--- src/rtl/spga_pkg.sv ---
// ----------------------------------------------------------------------------
// spga_pkg
// Shared types and constants of the sparse patch gather address generator.
// ----------------------------------------------------------------------------
`default_nettype none

package spga_pkg;

  // field widths
  localparam int DIM_W    = 13;
  localparam int WIN_W    = 4;
  localparam int POS_W    = 3;
  localparam int BATCH_W  = 8;
  localparam int OFF_W    = 24;
  localparam int CH_W     = 12;
  localparam int ADDR_W   = 44;
  localparam int APB_AW   = 4;
  localparam int APB_DW   = 32;

  // internal widths
  localparam int BC_W     = BATCH_W + DIM_W;     // batch * channel_count
  localparam int PLANE_W  = BC_W + 1 + DIM_W;    // (b*cc + ch) * hh
  localparam int ROW_W    = OFF_W + 2;           // signed window row origin
  localparam int COL_W    = 14;                  // signed window col origin
  localparam int IDX_W    = 12;                  // in-map row or col index
  localparam int LIN_W    = PLANE_W + 1;         // plane_base + row
  localparam int CNT_W    = 5;                   // divider step counter

  // configuration register indexes
  typedef enum logic [1:0] {
    REG_CHANNEL_COUNT = 2'd0,
    REG_MAP_HEIGHT    = 2'd1,
    REG_MAP_WIDTH     = 2'd2,
    REG_WINDOW_SIZE   = 2'd3
  } reg_idx_t;

  // reset values of the configuration registers
  localparam logic [DIM_W-1:0] CHANNEL_COUNT_RST = 13'd256;
  localparam logic [DIM_W-1:0] MAP_HEIGHT_RST    = 13'd64;
  localparam logic [DIM_W-1:0] MAP_WIDTH_RST     = 13'd64;
  localparam logic [WIN_W-1:0] WINDOW_SIZE_RST   = 4'd3;

  typedef struct packed {
    logic [DIM_W-1:0] channel_count;
    logic [DIM_W-1:0] map_height;
    logic [DIM_W-1:0] map_width;
    logic [WIN_W-1:0] window_size;
  } cfg_t;

  // controller states
  typedef enum logic [1:0] {
    ST_IDLE,
    ST_DIVIDE,
    ST_SETUP,
    ST_EMIT
  } state_t;

  // controller to datapath
  typedef struct packed {
    logic latch;      // capture the input transaction, start the divider
    logic plane_en;   // run the plane base multiplier pipeline
    logic setup;      // form window origin, clear window counters
    logic emit;       // load one result into the output register
  } ctrl_cmd_t;

  // datapath to controller
  typedef struct packed {
    logic window_zero;
    logic div_done;
    logic last_pos;
    logic out_free;
  } dp_status_t;

endpackage

`default_nettype wire

--- src/rtl/spga_regs.sv ---
// ----------------------------------------------------------------------------
// spga_regs
// APB configuration registers: channel count, map height, map width, window.
// ----------------------------------------------------------------------------
`default_nettype none

module spga_regs
  import spga_pkg::*;
(
  input  wire logic              clk,
  input  wire logic              rst,
  input  wire logic              psel,
  input  wire logic              penable,
  input  wire logic              pwrite,
  input  wire logic [APB_AW-1:0] paddr,
  input  wire logic [APB_DW-1:0] pwdata,
  output logic      [APB_DW-1:0] prdata,
  output logic                   pready,
  output cfg_t                   cfg
);

  reg_idx_t idx;
  logic     wr_en;

  assign idx    = reg_idx_t'(paddr[3:2]);
  assign wr_en  = psel && penable && pwrite;
  assign pready = 1'b1;

  // register writes
  always_ff @(posedge clk) begin
    if (rst) begin
      cfg.channel_count <= CHANNEL_COUNT_RST;
      cfg.map_height    <= MAP_HEIGHT_RST;
      cfg.map_width     <= MAP_WIDTH_RST;
      cfg.window_size   <= WINDOW_SIZE_RST;
    end else if (wr_en) begin
      unique case (idx)
        REG_CHANNEL_COUNT: cfg.channel_count <= pwdata[DIM_W-1:0];
        REG_MAP_HEIGHT:    cfg.map_height    <= pwdata[DIM_W-1:0];
        REG_MAP_WIDTH:     cfg.map_width     <= pwdata[DIM_W-1:0];
        REG_WINDOW_SIZE:   cfg.window_size   <= pwdata[WIN_W-1:0];
        default:           ;
      endcase
    end
  end

  // read mux
  always_comb begin
    unique case (idx)
      REG_CHANNEL_COUNT: prdata = APB_DW'(cfg.channel_count);
      REG_MAP_HEIGHT:    prdata = APB_DW'(cfg.map_height);
      REG_MAP_WIDTH:     prdata = APB_DW'(cfg.map_width);
      REG_WINDOW_SIZE:   prdata = APB_DW'(cfg.window_size);
      default:           prdata = '0;
    endcase
  end

endmodule

`default_nettype wire

--- src/rtl/spga_div.sv ---
// ----------------------------------------------------------------------------
// spga_div
// Restoring divider, one quotient bit per cycle, splits the pixel offset
// into row (quotient) and column (remainder).
// ----------------------------------------------------------------------------
`default_nettype none

module spga_div
  import spga_pkg::*;
(
  input  wire logic             clk,
  input  wire logic             rst,
  input  wire logic             start,
  input  wire logic [OFF_W-1:0] dividend,
  input  wire logic [DIM_W-1:0] divisor,
  output logic      [OFF_W-1:0] quotient,
  output logic      [DIM_W-1:0] remainder,
  output logic                  done
);

  localparam logic [CNT_W-1:0] LAST_STEP = CNT_W'(OFF_W - 1);

  logic             busy;
  logic [CNT_W-1:0] cnt;
  logic [DIM_W:0]   trial;
  logic [DIM_W+1:0] diff;

  // shift in the next dividend bit and try a subtract
  assign trial = {remainder, quotient[OFF_W-1]};
  assign diff  = {1'b0, trial} - {2'b00, divisor};

  always_ff @(posedge clk) begin
    if (rst) begin
      busy <= 1'b0;
      done <= 1'b0;
      cnt  <= '0;
    end else if (start) begin
      busy <= 1'b1;
      done <= 1'b0;
      cnt  <= '0;
    end else if (busy) begin
      cnt <= cnt + 1'b1;
      if (cnt == LAST_STEP) begin
        busy <= 1'b0;
        done <= 1'b1;
      end
    end
  end

  // quotient and remainder registers
  always_ff @(posedge clk) begin
    if (start) begin
      quotient  <= dividend;
      remainder <= '0;
    end else if (busy) begin
      quotient <= {quotient[OFF_W-2:0], ~diff[DIM_W+1]};
      if (!diff[DIM_W+1]) begin
        remainder <= diff[DIM_W-1:0];
      end else begin
        remainder <= trial[DIM_W-1:0];
      end
    end
  end

endmodule

`default_nettype wire

--- src/rtl/spga_datapath.sv ---
// ----------------------------------------------------------------------------
// spga_datapath
// Input capture, offset divider, plane base multipliers, window counters,
// bounds check, address multiplier and output register.
// ----------------------------------------------------------------------------
`default_nettype none

module spga_datapath
  import spga_pkg::*;
#(
  parameter int MAX_WINDOW = 8,
  parameter int MAX_DIM    = 4096
) (
  input  wire logic               clk,
  input  wire logic               rst,
  input  cfg_t                    cfg,
  input  ctrl_cmd_t               cmd,
  output dp_status_t              status,
  input  wire logic [BATCH_W-1:0] batch_index,
  input  wire logic [OFF_W-1:0]   pixel_offset,
  input  wire logic [CH_W-1:0]    channel,
  output logic                    out_valid,
  input  wire logic               out_ready,
  output logic      [ADDR_W-1:0]  feature_address,
  output logic      [POS_W-1:0]   window_row,
  output logic      [POS_W-1:0]   window_col,
  output logic                    is_padding,
  output logic                    last
);

  localparam logic [DIM_W-1:0] DIM_MAX = DIM_W'(MAX_DIM);
  localparam logic [WIN_W-1:0] WIN_MAX = WIN_W'(MAX_WINDOW);

  logic [DIM_W-1:0]   cc_sat, hh_sat, ww_sat;
  logic [WIN_W-1:0]   k_sat;
  logic [BATCH_W-1:0] batch_q;
  logic [CH_W-1:0]    channel_q;
  logic [WIN_W-1:0]   k_q;
  logic [1:0]         half;
  logic [POS_W-1:0]   k_last;
  logic [OFF_W-1:0]   quo;
  logic [DIM_W-1:0]   rem;
  logic               div_done;
  logic [BC_W-1:0]    prod_bc;
  logic [PLANE_W-1:0] plane_base;
  logic signed [ROW_W-1:0] start_row;
  logic signed [COL_W-1:0] start_col;
  logic [POS_W-1:0]   row_counter, col_counter;
  logic signed [ROW_W-1:0] fr;
  logic signed [COL_W-1:0] fc;
  logic               pad;
  logic [LIN_W-1:0]   row_lin;
  logic [LIN_W+DIM_W-1:0] addr_prod;
  logic [ADDR_W-1:0]  addr;
  logic               pos_last;

  // saturate configuration
  assign cc_sat = (cfg.channel_count > DIM_MAX) ? DIM_MAX : cfg.channel_count;
  assign hh_sat = (cfg.map_height    > DIM_MAX) ? DIM_MAX : cfg.map_height;
  assign ww_sat = (cfg.map_width     > DIM_MAX) ? DIM_MAX : cfg.map_width;
  assign k_sat  = (cfg.window_size   > WIN_MAX) ? WIN_MAX : cfg.window_size;

  // capture input transaction
  always_ff @(posedge clk) begin
    if (cmd.latch) begin
      batch_q   <= batch_index;
      channel_q <= channel;
      k_q       <= k_sat;
    end
  end

  // offset split by map width
  spga_div u_div (
    .clk       (clk),
    .rst       (rst),
    .start     (cmd.latch),
    .dividend  (pixel_offset),
    .divisor   (ww_sat),
    .quotient  (quo),
    .remainder (rem),
    .done      (div_done)
  );

  // plane base ((batch * cc) + channel) * hh, two registered products
  always_ff @(posedge clk) begin
    if (cmd.plane_en) begin
      prod_bc    <= batch_q * cc_sat;
      plane_base <= PLANE_W'(({1'b0, prod_bc} + (BC_W + 1)'(channel_q)) * hh_sat);
    end
  end

  assign half   = 2'((k_q - 1'b1) >> 1);
  assign k_last = POS_W'(k_q - 1'b1);

  // window origin; zero width means row and column zero
  always_ff @(posedge clk) begin
    if (cmd.setup) begin
      if (ww_sat == '0) begin
        start_row <= -$signed(ROW_W'(half));
        start_col <= -$signed(COL_W'(half));
      end else begin
        start_row <= $signed(ROW_W'(quo)) - $signed(ROW_W'(half));
        start_col <= $signed(COL_W'(rem[IDX_W-1:0])) - $signed(COL_W'(half));
      end
    end
  end

  // window position counters, row-major
  assign pos_last = (row_counter == k_last) && (col_counter == k_last);

  always_ff @(posedge clk) begin
    if (rst) begin
      row_counter <= '0;
      col_counter <= '0;
    end else if (cmd.setup) begin
      row_counter <= '0;
      col_counter <= '0;
    end else if (cmd.emit && !pos_last) begin
      if (col_counter == k_last) begin
        col_counter <= '0;
        row_counter <= row_counter + 1'b1;
      end else begin
        col_counter <= col_counter + 1'b1;
      end
    end
  end

  // bounds check of the current position
  assign fr  = start_row + $signed(ROW_W'(row_counter));
  assign fc  = start_col + $signed(COL_W'(col_counter));
  assign pad = fr[ROW_W-1] || (fr >= $signed(ROW_W'(hh_sat)))
            || fc[COL_W-1] || (fc >= $signed(COL_W'(ww_sat)));

  // address ((plane_base + row) * ww + col) mod 2^44
  assign row_lin   = LIN_W'(plane_base) + LIN_W'(fr[IDX_W-1:0]);
  assign addr_prod = row_lin * ww_sat;
  assign addr      = ADDR_W'(addr_prod) + ADDR_W'(fc[IDX_W-1:0]);

  // output register
  always_ff @(posedge clk) begin
    if (rst) begin
      out_valid <= 1'b0;
    end else if (cmd.emit) begin
      out_valid <= 1'b1;
    end else if (out_ready) begin
      out_valid <= 1'b0;
    end
  end

  always_ff @(posedge clk) begin
    if (cmd.emit) begin
      feature_address <= pad ? '0 : addr;
      window_row      <= row_counter;
      window_col      <= col_counter;
      is_padding      <= pad;
      last            <= pos_last;
    end
  end

  assign status.window_zero = (cfg.window_size == '0);
  assign status.div_done    = div_done;
  assign status.last_pos    = pos_last;
  assign status.out_free    = !out_valid || out_ready;

endmodule

`default_nettype wire

--- src/rtl/spga_ctrl.sv ---
// ----------------------------------------------------------------------------
// spga_ctrl
// Sequencer: accept, divide, set up the window, emit one result per cycle while the output is free.
// ----------------------------------------------------------------------------
`default_nettype none

module spga_ctrl
  import spga_pkg::*;
(
  input  wire logic clk,
  input  wire logic rst,
  input  wire logic in_valid,
  output logic      in_ready,
  input  dp_status_t status,
  output ctrl_cmd_t cmd
);

  state_t state, state_next;

  // state register
  always_ff @(posedge clk) begin
    if (rst) begin
      state <= ST_IDLE;
    end else begin
      state <= state_next;
    end
  end

  // next state and commands
  always_comb begin
    state_next = state;
    in_ready   = 1'b0;
    cmd        = '0;
    unique case (state)
      ST_IDLE: begin
        in_ready = 1'b1;
        // a zero window takes the transaction and gives no result
        if (in_valid && !status.window_zero) begin
          cmd.latch  = 1'b1;
          state_next = ST_DIVIDE;
        end
      end
      ST_DIVIDE: begin
        cmd.plane_en = 1'b1;
        if (status.div_done) begin
          state_next = ST_SETUP;
        end
      end
      ST_SETUP: begin
        cmd.setup  = 1'b1;
        state_next = ST_EMIT;
      end
      ST_EMIT: begin
        if (status.out_free) begin
          cmd.emit = 1'b1;
          if (status.last_pos) begin
            state_next = ST_IDLE;
          end
        end
      end
      default: state_next = ST_IDLE;
    endcase
  end

endmodule

`default_nettype wire

--- src/rtl/sparse_patch_gather_address_top.sv ---
// ----------------------------------------------------------------------------
// sparse_patch_gather_address_top
// Gather address generator for square patches centered on sparse points.
// ----------------------------------------------------------------------------
// Each input transaction names a batch image, a flat pixel offset and a
// channel; the block emits k * k results, k being window_size capped at
// MAX_WINDOW, in row-major order, each the flat feature address of one
// window position or a padding flag with address zero. An item passes
// through the one-bit-per-cycle divider that splits the offset by
// map_width, a setup state that forms the window origin, the emit state
// with one result per cycle while the output is free, and the idle state
// in which the next input is taken. The next input is taken in the cycle
// after the last result of the previous one enters the output register.
// A window size of zero takes the input and gives no result.
`default_nettype none

module sparse_patch_gather_address_top
  import spga_pkg::*;
#(
  parameter int MAX_WINDOW = 8,
  parameter int MAX_DIM    = 4096
) (
  input  wire logic               clk,
  input  wire logic               rst,
  // configuration
  input  wire logic               psel,
  input  wire logic               penable,
  input  wire logic               pwrite,
  input  wire logic [APB_AW-1:0]  paddr,
  input  wire logic [APB_DW-1:0]  pwdata,
  output logic      [APB_DW-1:0]  prdata,
  output logic                    pready,
  // sample points
  input  wire logic               in_valid,
  output logic                    in_ready,
  input  wire logic [BATCH_W-1:0] batch_index,
  input  wire logic [OFF_W-1:0]   pixel_offset,
  input  wire logic [CH_W-1:0]    channel,
  // gather addresses
  output logic                    out_valid,
  input  wire logic               out_ready,
  output logic      [ADDR_W-1:0]  feature_address,
  output logic      [POS_W-1:0]   window_row,
  output logic      [POS_W-1:0]   window_col,
  output logic                    is_padding,
  output logic                    last
);

  cfg_t       cfg;
  ctrl_cmd_t  cmd;
  dp_status_t status;

  // configuration registers
  spga_regs u_regs (
    .clk     (clk),
    .rst     (rst),
    .psel    (psel),
    .penable (penable),
    .pwrite  (pwrite),
    .paddr   (paddr),
    .pwdata  (pwdata),
    .prdata  (prdata),
    .pready  (pready),
    .cfg     (cfg)
  );

  // sequencer
  spga_ctrl u_ctrl (
    .clk      (clk),
    .rst      (rst),
    .in_valid (in_valid),
    .in_ready (in_ready),
    .status   (status),
    .cmd      (cmd)
  );

  // address datapath
  spga_datapath #(
    .MAX_WINDOW (MAX_WINDOW),
    .MAX_DIM    (MAX_DIM)
  ) u_dp (
    .clk             (clk),
    .rst             (rst),
    .cfg             (cfg),
    .cmd             (cmd),
    .status          (status),
    .batch_index     (batch_index),
    .pixel_offset    (pixel_offset),
    .channel         (channel),
    .out_valid       (out_valid),
    .out_ready       (out_ready),
    .feature_address (feature_address),
    .window_row      (window_row),
    .window_col      (window_col),
    .is_padding      (is_padding),
    .last            (last)
  );

endmodule

`default_nettype wire

--- config.mk ---
export PLATFORM = sky130hd
export DESIGN_NAME = sparse_patch_gather_address_top
export DESIGN_NICKNAME = d
export VERILOG_FILES = /design/src/rtl/spga_pkg.sv /design/src/rtl/spga_regs.sv /design/src/rtl/spga_div.sv /design/src/rtl/spga_datapath.sv /design/src/rtl/spga_ctrl.sv /design/src/rtl/sparse_patch_gather_address_top.sv
export SDC_FILE = /design/constraint.sdc
export NUM_CORES = 2
export LEC_CHECK = 0
export BUFFER_PORTS_ARGS = -buffer_cell sky130_fd_sc_hd__buf_4
export CORE_MARGIN = 3
export CORE_UTILIZATION = 55
export CTS_BUF_LIST = sky130_fd_sc_hd__clkbuf_8 sky130_fd_sc_hd__clkbuf_16
export DETAILED_ROUTE_END_ITERATION = 16
export PLACE_DENSITY = 0.72
export SLEW_MARGIN = 10
export SYNTH_ARGS = -nofsm -noshare
export SYNTH_HDL_FRONTEND = slang
export SYNTH_SLANG_ARGS = --single-unit
--- constraint.sdc ---
create_clock -name clk -period 19.8 [get_ports clk]
set_clock_uncertainty 0.2 [all_clocks]
set_input_delay 0.99 -clock clk [delete_from_list [all_inputs] [get_ports clk]]
set_output_delay 0.99 -clock clk [all_outputs]
set_load 0.1 [all_outputs]
==> run summary <==
CP Launch Type: flip-flop
Initial DRC count: 2118
Critical Path Sink Type: flip-flop
Die footprint: 76800 sq um
Cts repair resizes: 0
Io pins: 174
Outcome: completed
Asr flop ratio synth: 0
TritonRoute pass-1 iters: 5
Final Net Count: 5576
DR DRC count: 0
Hold Vio Cnt, Final: 0
Max-slew violation count: 0
Layout cells sized above 1: 0.0598
Final period utilization: 0.551
Std-Cell Rows: 98
Area share of the largest cell type after synthesis: 0.330
Total GRT Usage: 0.267
Tot Pwr: 0.00451 W
Fmax: 91.6 MHz
WHS Path Cells: 2
Initial antenna violation count: 0
Final Instance Count excl. Fillers: 5484
Placed cells: 5425
CTS tree: yes
RSZ-0062 raised after global routing: no
Worst Path Max Fanout: 8
First-pass GRT wire length: 165 mm
Fin crit period: 10.92 ns
IO buf count: 132
Synth Cell Area: 40400 sq um
Total core area: 72100 sq um
Slew headroom: 0.193
Syn Inst Count: 4456
Main synth FF type: edfxtp_1
# setup viols final: 0
Final setup margin: 8.88 ns
Number of global-route vias before repair: 31609
Worst-path clk slew: 0.07 ns
Crit path required time: 19.96 ns
PwrDens: 104 nW/um^2
Total global routing overflow: 0
Initial core utilization: 0.561
Avg Inst Size Synth: 9.07 sq um
CP max stage delay: 0.93 ns
Critical path type: flip-flop to flip-flop
Most frequent cell after synthesis: inv_1
Post-Route WL: 101 mm
CTS Buf Count: 31
Maximum number of pins on one net before global-route repair: 59
Vias per cell: 5.57
Drt wl/cell: 18.3 microns
HP Class: flip-flop to flip-flop
Design Area, Final: 43400 sq um
Most used cell, CP: fa_1
Clk sinks: 265
Post-Place Worst Slack: 8.98 ns
Worst-Margin Slew: 1.21 ns
Die Ht: 277 microns
Clock Tree Buf Depth: 3
R2R depth: 35
Post-CTS Setup Inserts: 0
Max-capacitance violation count: 0
Final setup TNS: 0 ns
DP Area: 42300 sq um
Number of flops mapped to enable cells by yosys: 193
Post-route ant nets: 0
CP max-delay cell: xnor2_1
Post-synth top area cell: fa_1
Via count: 30556
Root Buffer: clkbuf_16
Chip Width: 277 microns
Area grow syn2layout: 7.45%
Post-synthesis sequential area ratio: 0.179
FF+latch count, synth: 265
Cell leakage power: 20.5 nW
Largest cells by area after synthesis: fa_1, edfxtp_1, ha_1
Synth cell types: 75
Yosys warns: 0
Peak supply drop: 0.000167 V
Synth top cells by count: inv_1, nand2_1, fa_1
Estimated wirelength of the detail-placed design: 78.4 mm
Gpl congestion: 0.905
Worst-Skew Late Latency: 0.61 ns
Hold Buf Count CTS: 0
CTS H-tree depth: 1
WP data arrival: 11.08 ns
[metal layers]
layer / part of all wire / routed length [microns] / vias up / GRT usage
li1: - / - / 14045 / -
met1: 0.41 / 40900 / 15073 / 0.352
met2: 0.48 / 48000 / 1228 / 0.452
met3: 0.081 / 8180 / 210 / 0.0445
met4: 0.036 / 3580 / 0 / 0.0832
met5: 0 / 0 / - / 0
[final timing paths]
| check | start | end | slack [ns] |
|---|---|---|---|
| worst max-delay path | u_dp.row_counter[0]$_SDFFE_PP0P_ | u_dp.feature_address[41]$_SDFFCE_PP0P_ | 8.88 |
| worst min register to register | u_regs.cfg[37]$_SDFFE_PP0P_ | u_regs.cfg[37]$_SDFFE_PP0P_ | 0.28 |
| worst max register to register | u_dp.row_counter[0]$_SDFFE_PP0P_ | u_dp.feature_address[41]$_SDFFCE_PP0P_ | 8.88 |
| worst min-delay path | u_regs.cfg[37]$_SDFFE_PP0P_ | u_regs.cfg[37]$_SDFFE_PP0P_ | 0.28 |
[cell type report]
type | count | area (sq um)
Multi-Input combinational cell | 3273 | 29700
Fill cell | 6259 | 28700
Sequential cell | 265 | 7240
Inverter | 751 | 2820
Timing Repair Buffer | 186 | 1400
Tap cell | 950 | 1190
Clock buffer | 36 | 845
Clock inverter | 22 | 251
Antenna cell | 1 | 2.50
[registers in the layout (all words and copies together), names as in the netlist, 5 cells and up]
register              cells
u_dp.start_row           25
u_dp.batch_q              8
u_dp.plane_base          35
u_dp.feature_address     44
u_dp.prod_bc             21
u_dp.u_div.remainder     13
u_dp.u_div.cnt            5
u_dp.channel_q           12
u_dp.u_div.quotient      24
u_regs.cfg               43
u_dp.start_col           13
[metrics by stage]
stage          utilization  hold WS [ns]
2_1_floorplan            -         0.242
3_3_place_gp         0.587         0.253
4_1_cts              0.602         0.275
6_report             0.603         0.276
5_1_grt              0.602         0.302
3_5_place_dp         0.587         0.263
[layout by cell type, fill, tap and decap left out, types with 8 or more instances in the layout]
master and count:
a211o_1 10, a211oi_1 23, a21o_1 53, a21oi_1 159
a31oi_1 16, and2_1 143, and3_1 28, buf_4 186
clkbuf_16 31, conb_1 20, dfxtp_1 72, edfxtp_1 193
fa_1 667, ha_1 312, inv_1 751, mux2i_1 35
nand2_1 731, nand2b_1 25, nand3_1 50, nand4_1 20
nor2_1 365, nor2b_1 62, nor3_1 46, nor3b_1 9
nor4_1 12, o211ai_1 15, o21a_1 19, o21ai_0 72
o21bai_1 16, o31ai_1 8, or3_1 15, xnor2_1 148
xor2_1 90
[logic make-up after synthesis]
| group | after synthesis | share of synthesized area |
|---|---|---|
| compound gates | 449 | 0.0714 |
| xor+xnor | 238 | 0.0516 |
| fa+ha+maj | 981 | 0.427 |
| buf+inv | 936 | 0.0889 |
| flops | 265 | 0.179 |
| mux | 43 | 0.0120 |
| other cells | 2 | 0.000186 |
| simple gates | 1542 | 0.169 |
[power breakdown]
| part | internal, W | switching (W) | leakage (nW) |
|---|---|---|---|
| logic | 0.00108 | 0.00189 | 17.6 |
| clock network | 0.000369 | 0.000251 | 0.562 |
| registers | 0.000803 | 0.000127 | 2.33 |
| total | 0.00225 | 0.00226 | 20.5 |
[worst max-delay path, delay by kind of cell (launching register included)]
kind                     cells  cell delay, ns
XOR/XNOR                     3            1.29
flip-flops                   1            0.46
AO/OA/AOI/OAI                9            1.97
AND/OR/NAND/NOR             11            2.32
adder cells (fa/ha/maj)     10            4.32
buffers and inverters        2            0.12
Power figures use the tool's default switching activity.
